[config.mk]
export PLATFORM = sky130hd
export DESIGN_NAME = filename_byte_escaper
export DESIGN_NICKNAME = d
export VERILOG_FILES = /design/src/rtl/fbe_pkg.sv /design/src/rtl/filename_byte_escaper.sv /design/src/rtl/fbe_front.sv /design/src/rtl/fbe_run_queue.sv /design/src/rtl/fbe_back.sv
export SDC_FILE = /design/constraint.sdc
export NUM_CORES = 1
export LEC_CHECK = 0
export BUFFER_PORTS_ARGS = -buffer_cell sky130_fd_sc_hd__buf_2
export CELL_PAD_IN_SITES_DETAIL_PLACEMENT = 0
export CELL_PAD_IN_SITES_GLOBAL_PLACEMENT = 1
export CORE_ASPECT_RATIO = 0.9
export CORE_MARGIN = 2
export CORE_UTILIZATION = 25
export CTS_CLUSTER_DIAMETER = 30
export CTS_CLUSTER_SIZE = 28
export DETAILED_ROUTE_END_ITERATION = 8
export PLACE_DENSITY_LB_ADDON = 0.2
export SLEW_MARGIN = 20
export SYNTH_ARGS = -nofsm -noshare
export SYNTH_HDL_FRONTEND = slang
export SYNTH_SLANG_ARGS = --single-unit
[constraint.sdc]
create_clock -name clk_i -period 2.27 [get_ports clk_i]
set_input_delay 0.227 -clock clk_i [delete_from_list [all_inputs] [get_ports clk_i]]
set_output_delay 0.227 -clock clk_i [all_outputs]
set_load 0.01 [all_outputs]
[src/rtl/fbe_pkg.sv]
// Shared types and constants of the filename byte escaper.
`default_nettype none

package fbe_pkg;

  // Display modes held in the configuration register.
  typedef enum logic [1:0] {
    QM_RAW      = 2'd0,
    QM_QUESTION = 2'd1,
    QM_OCTAL    = 2'd2,
    QM_CESC     = 2'd3
  } quoting_mode_e;

  localparam logic [7:0] CH_QUESTION  = 8'h3F;
  localparam logic [7:0] CH_BACKSLASH = 8'h5C;
  localparam logic [7:0] PRINT_LOW    = 8'h20;
  localparam logic [7:0] PRINT_HIGH   = 8'h7E;

  // Bytes of one display run, at most four of them.
  localparam int unsigned RUN_BYTES   = 4;
  localparam int unsigned RUN_IDX_W   = $clog2(RUN_BYTES);

  // Depth of the queue between classification and emission.
  localparam int unsigned QUEUE_DEPTH = 2;
  localparam int unsigned QPTR_W      = $clog2(QUEUE_DEPTH);
  localparam int unsigned QCNT_W      = $clog2(QUEUE_DEPTH + 1);

  // One input transaction.
  typedef struct packed {
    logic [7:0] name_byte;
    logic       name_end;
  } name_item_t;

  // One result transaction.
  typedef struct packed {
    logic [7:0] out_byte;
    logic       run_last;
    logic       out_name_end;
  } disp_item_t;

  // A classified input byte: its display bytes, run length minus one and end mark.
  typedef struct packed {
    logic [RUN_BYTES-1:0][7:0] bytes;
    logic [RUN_IDX_W-1:0]      len_m1;
    logic                      name_end;
  } run_t;

endpackage

`default_nettype wire

[src/rtl/filename_byte_escaper.sv]
// Top level of the filename byte escaper: front end, run queue and back end.
// The first display byte of a transaction passes through the run queue and the back end's
// result register, behind any runs already queued. The back end sends one display byte per
// cycle while the queue holds a run; an input byte gives one, two or four display bytes (four
// for an octal escape), so sustained rate is set by the back end's byte counter.
// The receiver cannot stall; a new transaction is taken whenever the two-entry queue has room.
// Reset empties the queue and the result register and sets the mode to question marks.
`default_nettype none

module filename_byte_escaper (
  input  wire                  clk_i,
  input  wire                  rst_ni,
  // Configuration write channel for the quoting mode.
  input  wire                  cfg_valid_i,
  output logic                 cfg_ready_o,
  input  wire  [1:0]           cfg_data_i,
  // Command channel: a transaction is accepted when start is high and busy is low.
  input  wire                  start,
  output logic                 busy,
  input  fbe_pkg::name_item_t  cmd_i,
  // Result channel: each display byte is valid for exactly one cycle.
  output logic                 res_valid_o,
  output fbe_pkg::disp_item_t  res_o
);

  // The front end classifies each accepted byte into a complete run of display bytes,
  // so the mode only matters at acceptance time.
  logic          push;
  logic          pop;
  logic          q_empty;
  logic          q_full;
  fbe_pkg::run_t run_in;
  fbe_pkg::run_t run_head;

  fbe_front u_front (
    .clk_i        (clk_i),
    .rst_ni       (rst_ni),
    .cfg_valid_i  (cfg_valid_i),
    .cfg_ready_o  (cfg_ready_o),
    .cfg_data_i   (cfg_data_i),
    .start        (start),
    .cmd_i        (cmd_i),
    .queue_full_i (q_full),
    .busy         (busy),
    .push_o       (push),
    .run_o        (run_in)
  );

  // The queue decouples acceptance from emission, so a short run can be taken
  // while the back end is still spelling out a long escape.
  fbe_run_queue u_queue (
    .clk_i   (clk_i),
    .rst_ni  (rst_ni),
    .push_i  (push),
    .run_i   (run_in),
    .pop_i   (pop),
    .head_o  (run_head),
    .empty_o (q_empty),
    .full_o  (q_full)
  );

  // The back end walks the head run one byte per cycle and retires it on its last byte.
  fbe_back u_back (
    .clk_i        (clk_i),
    .rst_ni       (rst_ni),
    .head_i       (run_head),
    .head_valid_i (!q_empty),
    .pop_o        (pop),
    .res_valid_o  (res_valid_o),
    .res_o        (res_o)
  );

`ifndef ASSERT_OFF
  // The end-of-name mark only ever rides on the last byte of a run.
  a_end_on_last: assert property (@(posedge clk_i) disable iff (!rst_ni)
    res_valid_o && res_o.out_name_end |-> res_o.run_last)
    else $error("name end flagged on a byte that is not the last of its run");

  // With nothing queued, the result register must not produce a byte.
  a_no_spurious: assert property (@(posedge clk_i) disable iff (!rst_ni)
    q_empty |=> !res_valid_o)
    else $error("result emitted while the run queue was empty");

  // A transaction accepted into an empty queue shows its first byte once the result register takes it.
  a_latency: assert property (@(posedge clk_i) disable iff (!rst_ni)
    start && !busy && q_empty |-> ##2 res_valid_o)
    else $error("first display byte did not appear two cycles after acceptance");

  // Busy is only raised while the queue holds a run.
  a_busy_full: assert property (@(posedge clk_i) disable iff (!rst_ni)
    busy |-> !q_empty)
    else $error("busy raised while the run queue was empty");
`endif

endmodule

`default_nettype wire

[src/rtl/fbe_front.sv]
// Front end: quoting mode register, input handshake and byte classification.
`default_nettype none

module fbe_front (
  input  wire                      clk_i,
  input  wire                      rst_ni,
  input  wire                      cfg_valid_i,
  output logic                     cfg_ready_o,
  input  wire  [1:0]               cfg_data_i,
  input  wire                      start,
  input  fbe_pkg::name_item_t      cmd_i,
  input  wire                      queue_full_i,
  output logic                     busy,
  output logic                     push_o,
  output fbe_pkg::run_t            run_o
);

  fbe_pkg::quoting_mode_e mode_q;
  logic [7:0]             b;
  logic                   printable;
  logic                   has_c;
  logic [7:0]             c_letter;
  logic [7:0]             oct2, oct1, oct0;

  assign cfg_ready_o = 1'b1;
  assign busy        = queue_full_i;
  assign push_o      = start && !queue_full_i;

  always_ff @(posedge clk_i or negedge rst_ni) begin
    if (!rst_ni) begin
      mode_q <= fbe_pkg::QM_QUESTION;
    end else if (cfg_valid_i && cfg_ready_o) begin
      mode_q <= fbe_pkg::quoting_mode_e'(cfg_data_i);
    end
  end

  assign b         = cmd_i.name_byte;
  assign printable = (b >= fbe_pkg::PRINT_LOW) && (b <= fbe_pkg::PRINT_HIGH);
  assign oct2      = {5'b00110, 1'b0, b[7:6]};
  assign oct1      = {5'b00110, b[5:3]};
  assign oct0      = {5'b00110, b[2:0]};

  // Letters of the two-byte C escapes.
  always_comb begin
    has_c    = 1'b1;
    c_letter = 8'h00;
    unique case (b)
      8'h00:   c_letter = 8'h30;
      8'h0D:   c_letter = 8'h72;
      8'h0A:   c_letter = 8'h6E;
      8'h0B:   c_letter = 8'h76;
      8'h07:   c_letter = 8'h61;
      8'h08:   c_letter = 8'h62;
      8'h0C:   c_letter = 8'h66;
      8'h09:   c_letter = 8'h74;
      8'h22:   c_letter = 8'h22;
      8'h5C:   c_letter = 8'h5C;
      default: has_c    = 1'b0;
    endcase
  end

  always_comb begin
    run_o          = '0;
    run_o.name_end = cmd_i.name_end;
    unique case (mode_q) inside
      fbe_pkg::QM_RAW: begin
        run_o.bytes[0] = b;
      end
      fbe_pkg::QM_QUESTION: begin
        run_o.bytes[0] = printable ? b : fbe_pkg::CH_QUESTION;
      end
      fbe_pkg::QM_OCTAL, fbe_pkg::QM_CESC: begin
        if (printable && !has_c) begin
          run_o.bytes[0] = b;
        end else if ((mode_q == fbe_pkg::QM_CESC) && has_c) begin
          run_o.bytes[0] = fbe_pkg::CH_BACKSLASH;
          run_o.bytes[1] = c_letter;
          run_o.len_m1   = fbe_pkg::RUN_IDX_W'(1);
        end else begin
          run_o.bytes[0] = fbe_pkg::CH_BACKSLASH;
          run_o.bytes[1] = oct2;
          run_o.bytes[2] = oct1;
          run_o.bytes[3] = oct0;
          run_o.len_m1   = fbe_pkg::RUN_IDX_W'(fbe_pkg::RUN_BYTES - 1);
        end
      end
      default: begin
        run_o.bytes[0] = b;
      end
    endcase
  end

endmodule

`default_nettype wire

[src/rtl/fbe_run_queue.sv]
// Short queue of classified runs between the front and back ends.
`default_nettype none

module fbe_run_queue (
  input  wire                  clk_i,
  input  wire                  rst_ni,
  input  wire                  push_i,
  input  fbe_pkg::run_t        run_i,
  input  wire                  pop_i,
  output fbe_pkg::run_t        head_o,
  output logic                 empty_o,
  output logic                 full_o
);

  fbe_pkg::run_t                     mem_q [fbe_pkg::QUEUE_DEPTH];
  logic [fbe_pkg::QPTR_W-1:0]        wr_ptr_q, wr_ptr_d;
  logic [fbe_pkg::QPTR_W-1:0]        rd_ptr_q, rd_ptr_d;
  logic [fbe_pkg::QCNT_W-1:0]        cnt_q, cnt_d;
  logic                              do_push, do_pop;

  assign empty_o = (cnt_q == '0);
  assign full_o  = (cnt_q == fbe_pkg::QCNT_W'(fbe_pkg::QUEUE_DEPTH));
  assign head_o  = mem_q[rd_ptr_q];
  assign do_push = push_i && !full_o;
  assign do_pop  = pop_i && !empty_o;

  always_comb begin
    wr_ptr_d = wr_ptr_q;
    rd_ptr_d = rd_ptr_q;
    cnt_d    = cnt_q;
    if (do_push) begin
      wr_ptr_d = (wr_ptr_q == fbe_pkg::QPTR_W'(fbe_pkg::QUEUE_DEPTH - 1)) ? '0
                                                                         : wr_ptr_q + 1'b1;
    end
    if (do_pop) begin
      rd_ptr_d = (rd_ptr_q == fbe_pkg::QPTR_W'(fbe_pkg::QUEUE_DEPTH - 1)) ? '0
                                                                         : rd_ptr_q + 1'b1;
    end
    if (do_push && !do_pop) begin
      cnt_d = cnt_q + 1'b1;
    end else if (do_pop && !do_push) begin
      cnt_d = cnt_q - 1'b1;
    end
  end

  always_ff @(posedge clk_i or negedge rst_ni) begin
    if (!rst_ni) begin
      wr_ptr_q <= '0;
      rd_ptr_q <= '0;
      cnt_q    <= '0;
    end else begin
      wr_ptr_q <= wr_ptr_d;
      rd_ptr_q <= rd_ptr_d;
      cnt_q    <= cnt_d;
    end
  end

  always_ff @(posedge clk_i) begin
    if (do_push) begin
      mem_q[wr_ptr_q] <= run_i;
    end
  end

endmodule

`default_nettype wire

[src/rtl/fbe_back.sv]
// Back end: emits the bytes of the head run one per cycle into the result register.
`default_nettype none

module fbe_back (
  input  wire                  clk_i,
  input  wire                  rst_ni,
  input  fbe_pkg::run_t        head_i,
  input  wire                  head_valid_i,
  output logic                 pop_o,
  output logic                 res_valid_o,
  output fbe_pkg::disp_item_t  res_o
);

  logic [fbe_pkg::RUN_IDX_W-1:0] idx_q, idx_d;
  logic                          res_valid_q;
  fbe_pkg::disp_item_t           res_q, res_d;
  logic                          at_last;

  assign at_last = (idx_q == head_i.len_m1);
  assign pop_o   = head_valid_i && at_last;

  always_comb begin
    idx_d              = idx_q;
    res_d.out_byte     = head_i.bytes[idx_q];
    res_d.run_last     = at_last;
    res_d.out_name_end = at_last && head_i.name_end;
    if (head_valid_i) begin
      idx_d = at_last ? '0 : idx_q + 1'b1;
    end
  end

  always_ff @(posedge clk_i or negedge rst_ni) begin
    if (!rst_ni) begin
      idx_q       <= '0;
      res_valid_q <= 1'b0;
    end else begin
      idx_q       <= idx_d;
      res_valid_q <= head_valid_i;
    end
  end

  always_ff @(posedge clk_i) begin
    if (head_valid_i) begin
      res_q <= res_d;
    end
  end

  assign res_valid_o = res_valid_q;
  assign res_o       = res_q;

endmodule

`default_nettype wire

# Word-level counts from Yosys, hierarchy flattened
# Memory sizes are Yosys's and may differ from the RTL's.
# Cells that the tools add are included.
dict set report op_classes {
  magnitude_cmp 3
  n_addsub 5
  n_mux 20
  reduce_logical 20
  n_eq_ne 14
}
# cell n
set op_table {}
lappend op_table {{$pmux 7 s10} 1}
lappend op_table {{$eq 8x4->1 const B} 6}
lappend op_table {{$mux 24} 2}
lappend op_table {{$mux 8} 3}
lappend op_table {{$mux 17} 1}
lappend op_table {{$bmux 8 s2} 1}
lappend op_table {{$pmux 8 s2} 1}
lappend op_table {{$mux 14} 1}
lappend op_table {{$logic_and 1x1->1} 10}
lappend op_table {{$mux 2} 5}
lappend op_table {{$reduce_or 10->1} 1}
lappend op_table {{$eq 8x3->1 const B} 1}
lappend op_table {{$eq 8x6->1 const B} 1}
lappend op_table {{$eq 8x7->1 const B} 1}
lappend op_table {{$ge 8x6->1 const B} 1}
lappend op_table {{$le 8x7->1 const B} 1}
lappend op_table {{$logic_not 8->1} 1}
lappend op_table {{$eq 2x2->1 const B} 3}
lappend op_table {{$logic_not 1->1} 5}
lappend op_table {{$mux 1} 5}
lappend op_table {{$add 2x1->2 const B} 2}
lappend op_table {{$lt 2x3->1 const B} 1}
lappend op_table {{$add 1x1->1 const B} 2}
lappend op_table {{$eq 2x1->1 const B} 1}
lappend op_table {{5 further kinds} 5}
dict set report totals {
  reg_bits 19
  mem_count 1
  word_cells 72
  out_inout_bits 13
  mem_bits_rw 70
  in_bits 15
}
# name depth word_bits read_ports rd_ports_with_merged_regs write_ports line_no
set mem_list {}
lappend mem_list {u_queue.mem_q 2 35 1 0 1 fbe_run_queue.sv:15} ;# fbe_pkg::run_t mem_q [fbe_pkg::QUEUE_DEPTH];

# Depth between registers and ports, before layout
dict set report depth {
  word_depth 8
  depth_mapped 9
  depth_no_buf 8
}

# Modules after synthesis
# A second synthesis with hierarchy kept.
dict set report unflattened {
  cells_unflattened 295
  area_unflattened_um2 4431.8
}
# module n_inst seq_area_each_um2 cells_each area_per_inst_um2
set by_module_without_submodules {}
lappend by_module_without_submodules {fbe_run_queue 1 2202.1 128 2872.8}
lappend by_module_without_submodules {fbe_front 1 51.3 130 879.6}
lappend by_module_without_submodules {fbe_back 1 375.4 36 675.6}
lappend by_module_without_submodules {filename_byte_escaper 1 0.0 1 3.8}

# Worst setup path before layout
# Ideal clock, no wire load.
dict set report synth_path {
  path_type {reg2reg}
  start {register u_queue.cnt_q[0] (netlist name)}
  end {memory u_queue.mem_q[0][0] (netlist name), enable pin}
  arrival_ns 1.655
  setup_slack_ns 0.210
  setup_time_ns 0.405
  path_stages_with_launch 4
  cell_sequence {dfrtp_1 nand2b_1 nand2_1 nor2_1}
}
dict set report synth_between {
  elab_chain_cells 6
}
# item line_no
set synth_rtl {}
lappend synth_rtl {{from (decl)} fbe_run_queue.sv:18} ;# logic [fbe_pkg::QCNT_W-1:0] cnt_q, cnt_d;
lappend synth_rtl {{from (signal assigned)} fbe_run_queue.sv:54} ;# cnt_q <= cnt_d;
lappend synth_rtl {{$eq 2x2->1 (*)} fbe_run_queue.sv:22} ;# assign full_o = (cnt_q == fbe_pkg::QCNT_W'(fbe_pkg::QUEUE_DEPTH));
lappend synth_rtl {{$logic_not 1->1 (*)} {fbe_front.sv:27, fbe_run_queue.sv:24}}
lappend synth_rtl {{$logic_and 1x1->1} fbe_front.sv:27} ;# assign push_o = start && !queue_full_i;
lappend synth_rtl {{$logic_and 1x1->1 (*)} fbe_run_queue.sv:24} ;# assign do_push = push_i && !full_o;
lappend synth_rtl {{$mux 1 (*)} fbe_run_queue.sv:59} ;# if (do_push) begin
lappend synth_rtl {{$mux 1 (implied by the code) (*)} fbe_run_queue.sv:60} ;# mem_q[wr_ptr_q] <= run_i;
lappend synth_rtl {{to (decl)} fbe_run_queue.sv:15}
# Mark *: on every way between the ends. The rest lies on a longest branch, timed or not.

# Final worst setup path
dict set report layout_path {
  start {register u_queue.rd_ptr_q}
  end {register u_queue.cnt_q[1] (netlist name)}
}
dict set report layout_between {
  elab_chain_cells 7
  elab_cells_between_ends 9
  cone_classes {1 x eq/ne; 1 x mux; 6 x reduce/logical; 1 x memory}
}
# item line_no
set layout_rtl {}
lappend layout_rtl {{from (decl)} fbe_run_queue.sv:17} ;# logic [fbe_pkg::QPTR_W-1:0] rd_ptr_q, rd_ptr_d;
lappend layout_rtl {{from (signal assigned)} fbe_run_queue.sv:53} ;# rd_ptr_q <= rd_ptr_d;
lappend layout_rtl {{$mem_v2 2x35 (*)} -}
lappend layout_rtl {{$eq 2x2->1 (*)} fbe_back.sv:19} ;# assign at_last = (idx_q == head_i.len_m1);
lappend layout_rtl {{named net u_back.at_last} fbe_back.sv:17} ;# logic at_last;
lappend layout_rtl {{$logic_and 1x1->1 (*)} fbe_back.sv:20} ;# assign pop_o = head_valid_i && at_last;
lappend layout_rtl {{$logic_and 1x1->1 (*)} fbe_run_queue.sv:25} ;# assign do_pop = pop_i && !empty_o;
lappend layout_rtl {{$logic_not 1->1} fbe_run_queue.sv:39} ;# if (do_push && !do_pop) begin
lappend layout_rtl {{$logic_and 1x1->1} fbe_run_queue.sv:39}
lappend layout_rtl {{$mux 2 or $reduce_bool 2->1 (tied branches)} -}
# Mark *: on every way through the listed nets, which the timed path passes. The rest lies on a longest branch.
# A chain may end at the register's enable or synchronous reset.

==> impl_results.md <==
- Hold Buf Count CTS: 1
- Starting Density: 25.63%
- Capture point of the worst reg-to-reg path: u_queue.cnt_q[1]
- Register bit total from synthesis: 67
- Vias in the first global route: 1896
- Vias: 1892
- Clock buffer count from CTS: 9
- Reg2reg start: u_queue.rd_ptr_q
- DP HPWL: 4796 um
- Final Setup Violations: 0
- Final cell count without fillers: 424
- Fin. max-slew vios: 0
- Final WS setup: 0.2726 ns
- Die area: 13290 um2
- Setup Skew: 0.005512 ns
- TritonCTS clock tree: done
- Syn avg cell area: 13.94 um2
- Unrepaired setup endpoints after global routing: false
- Initial DRC count: 79
- Placed cells: 407
- WL final: 6885 um
- Maximum vdd drop: 327.0 uV
- Distinct cells, synth: 50
- Worst-path cell chain: buf_4 -> mux2i_1 -> xnor2_1 -> a21oi_2 -> nand2_1 -> ha_1 -> nor2_1 -> xor2_1
- GRT overflow: 0
- Most frequent cell after synthesis: edfxtp_1
- Yosys top cell area share: 56.27%
- Main area contributors after synthesis: edfxtp_1 56%, mux4_2 7.3%, dfrtp_1 6.5%
- Syn Nets: 238
- Drt via density: 4.462
- First-pass GRT wire length: 10860 um
- WS Path Type: flop to flop
- Die W: 121.3 um
- # resized after CTS: 0
- Largest net degree at the start of global routing: 25
- Startpoint types: flop
- Core area: 12080 um2
- Hold Startpoint: cfg_valid_i
- Overall Global Routing Usage: 11.20%
- CP max-delay cell: dfrtp_1
- Post-synth top cells: 58 x edfxtp_1, 15 x nor2_1, 14 x o21ai_0
- Sequential-to-total area share from yosys stat: 63.58%
- Port bufs: 26
- Antenna cells: 0
- Post-Syn Instances: 222
- TNS Setup: 0 ns
- Clk Latency, worst-skew pair: 0.32 ns
- Power per cell area: 1298 nW/um2
- IO Pins: 28
- Setup bufs post-CTS: 0
- Final hold violations: 0
- Root Buffer: clkbuf_16
- Worst Max-Slew Pin Slew: 0.5106 ns
- Final GP Congestion: 0.7602
- Die height: 109.6 um
- CP max stage delay: 0.35 ns
- Top FF cell, synth: edfxtp_1
- Remaining antenna violation count: 0
- CTS sink cnt: 67
- Static Leak: 1.436 nW
- CTS clk-pin slew, worst paths: 0.06 ns
- Area leader, netlist: edfxtp_1
- Clk buf depth: 2
- Crit path time final: 1.997 ns
- Final Core Density: 31.78%
- Post-synthesis instance area: 3095 um2
- Required @ worst endpoint: 2.52 ns
- Reg2reg path depth: 8
- Pre-CTS setup slack: 0.2263 ns
- DRC: 0
- Rows: 38
- Synth async-reset ratio: 13.43%
- Drt pass-1 iters: 4
- WHS Endpoint: u_front.mode_q[0]
- Arrival time of the worst setup path: 2.25 ns
- Share of layout cells above drive strength 1: 29.17%
- Crit end category: flop
- Htree depth: 3
- EDFF count, synth: 58
- Max_slew headroom: 65.70%
- Area Overhead vs Synth: 23.97%
- Crit-path max FO: 14
- Hold Crit Depth: 2
- WL/cell: 16.24 um
- Worst hold path class: input pin to flop
- Reg2Reg Setup Slack: 0.27 ns
- Syn. warnings: 0
- Nets@finish: 275
- Outcome: finished, final reports clean
- Antenna violations before repair: 0
- Max-cap violations: 0
- Max Clock Freq: 0.5007 GHz
- Final worst-path cycle share: 87.99%
[cells in the final DEF (no fill, tap or decap), types with 2 or more instances in the layout]
master,instances
clkbuf_16,13
nor3_1,5
nand3b_1,3
o21ai_0,14
nor2_1,14
mux2i_1,3
nand4_1,2
inv_1,11
a21o_1,4
nand2b_1,2
a21oi_1,12
mux2_2,4
and3_1,4
nand2_1,12
dfrtp_1,8
nand3_1,3
buf_4,11
buf_2,26
mux4_2,10
nor4b_1,2
edfxtp_1,58
nor2b_1,7
xnor2_1,4
xor2_1,2
[critical path, delay by kind of cell (launching register included)]
kind / cells / cell delay [ns]
mux: 1 / 0.27
simple gates: 2 / 0.26
buf+inv: 1 / 0.31
flops: 1 / 0.35
xor+xnor: 2 / 0.25
fa+ha+maj: 1 / 0.34
compound gates: 1 / 0.13
[layout make-up]
class,count,area (um2)
multi-input combinational,132,1027
timing repair buffer,38,222.7
inverter,11,41.29
clock inverter,2,38.79
sequential,67,1968
tap,160,200.2
clock buffer,14,339.1
fill,1237,8239
[report_power, final]
group,switching [W],internal [W]
sequential,0.000123,0.00182
combinational,0.000749,0.000635
clock,0.000501,0.00115
total,0.00137,0.00361
[state kept, by name, indices dropped and copies added (netlist names)]
signal,count
u_queue.mem_q,48
u_back.res_o,10
u_back.idx_q,2
u_front.mode_q,2
u_queue.cnt_q,2
u_back.res_valid_o,1
u_queue.rd_ptr_q,1
u_queue.wr_ptr_q,1
[through the flow]
| step | cell area (um2) | power, W | hold slack, ns |
|---|---|---|---|
| after floorplan | 3095 | 0.002910 | -0.06859 |
| after global placement | 3450 | 0.003371 | 0.1203 |
| after detailed placement | 3450 | 0.003392 | 0.1206 |
| after CTS | 3837 | 0.005068 | 0.07905 |
| after global routing | 3837 | 0.005257 | 0.09405 |
| final | 3837 | 0.004982 | 0.08809 |
[worst max-delay path by stage]
stage                     endpoint              from  cells past startpoint  slack [ns]
4_1_cts           u_queue.cnt_q[1]  u_queue.rd_ptr_q                      8        0.23
6_report          u_queue.cnt_q[1]  u_queue.rd_ptr_q                      8        0.27
3_5_place_dp      u_queue.cnt_q[1]  u_queue.rd_ptr_q                      8        0.23
3_3_place_gp      u_queue.cnt_q[1]  u_queue.rd_ptr_q                      8        0.27
2_1_floorplan  u_queue.mem_q[0][0]  u_queue.cnt_q[0]                      3        0.21
5_1_grt           u_queue.cnt_q[1]  u_queue.rd_ptr_q                      8        0.07
[routing by layer]
metal	share of wire [%]	routed length, um	up-vias	track usage (%)
met5	0	0	-	0
met4	1.4	97	0	5.583
met3	2.9	201	7	1.815
met2	44	3013	40	16.29
met1	52	3573	926	16.16
li1	-	-	919	-
[kinds of logic after synthesis]
| logic type | after synthesis | synth area share (%) |
|---|---|---|
| xor+xnor | 6 | 1.698 |
| flops | 67 | 63.58 |
| fa+ha+maj | 1 | 0.4041 |
| mux | 17 | 9.701 |
| compound gates | 43 | 9.297 |
| simple gates | 64 | 11.88 |
| other cells | 1 | 0.1211 |
| buf+inv | 23 | 3.315 |
(Power assumes the default switching activity.)
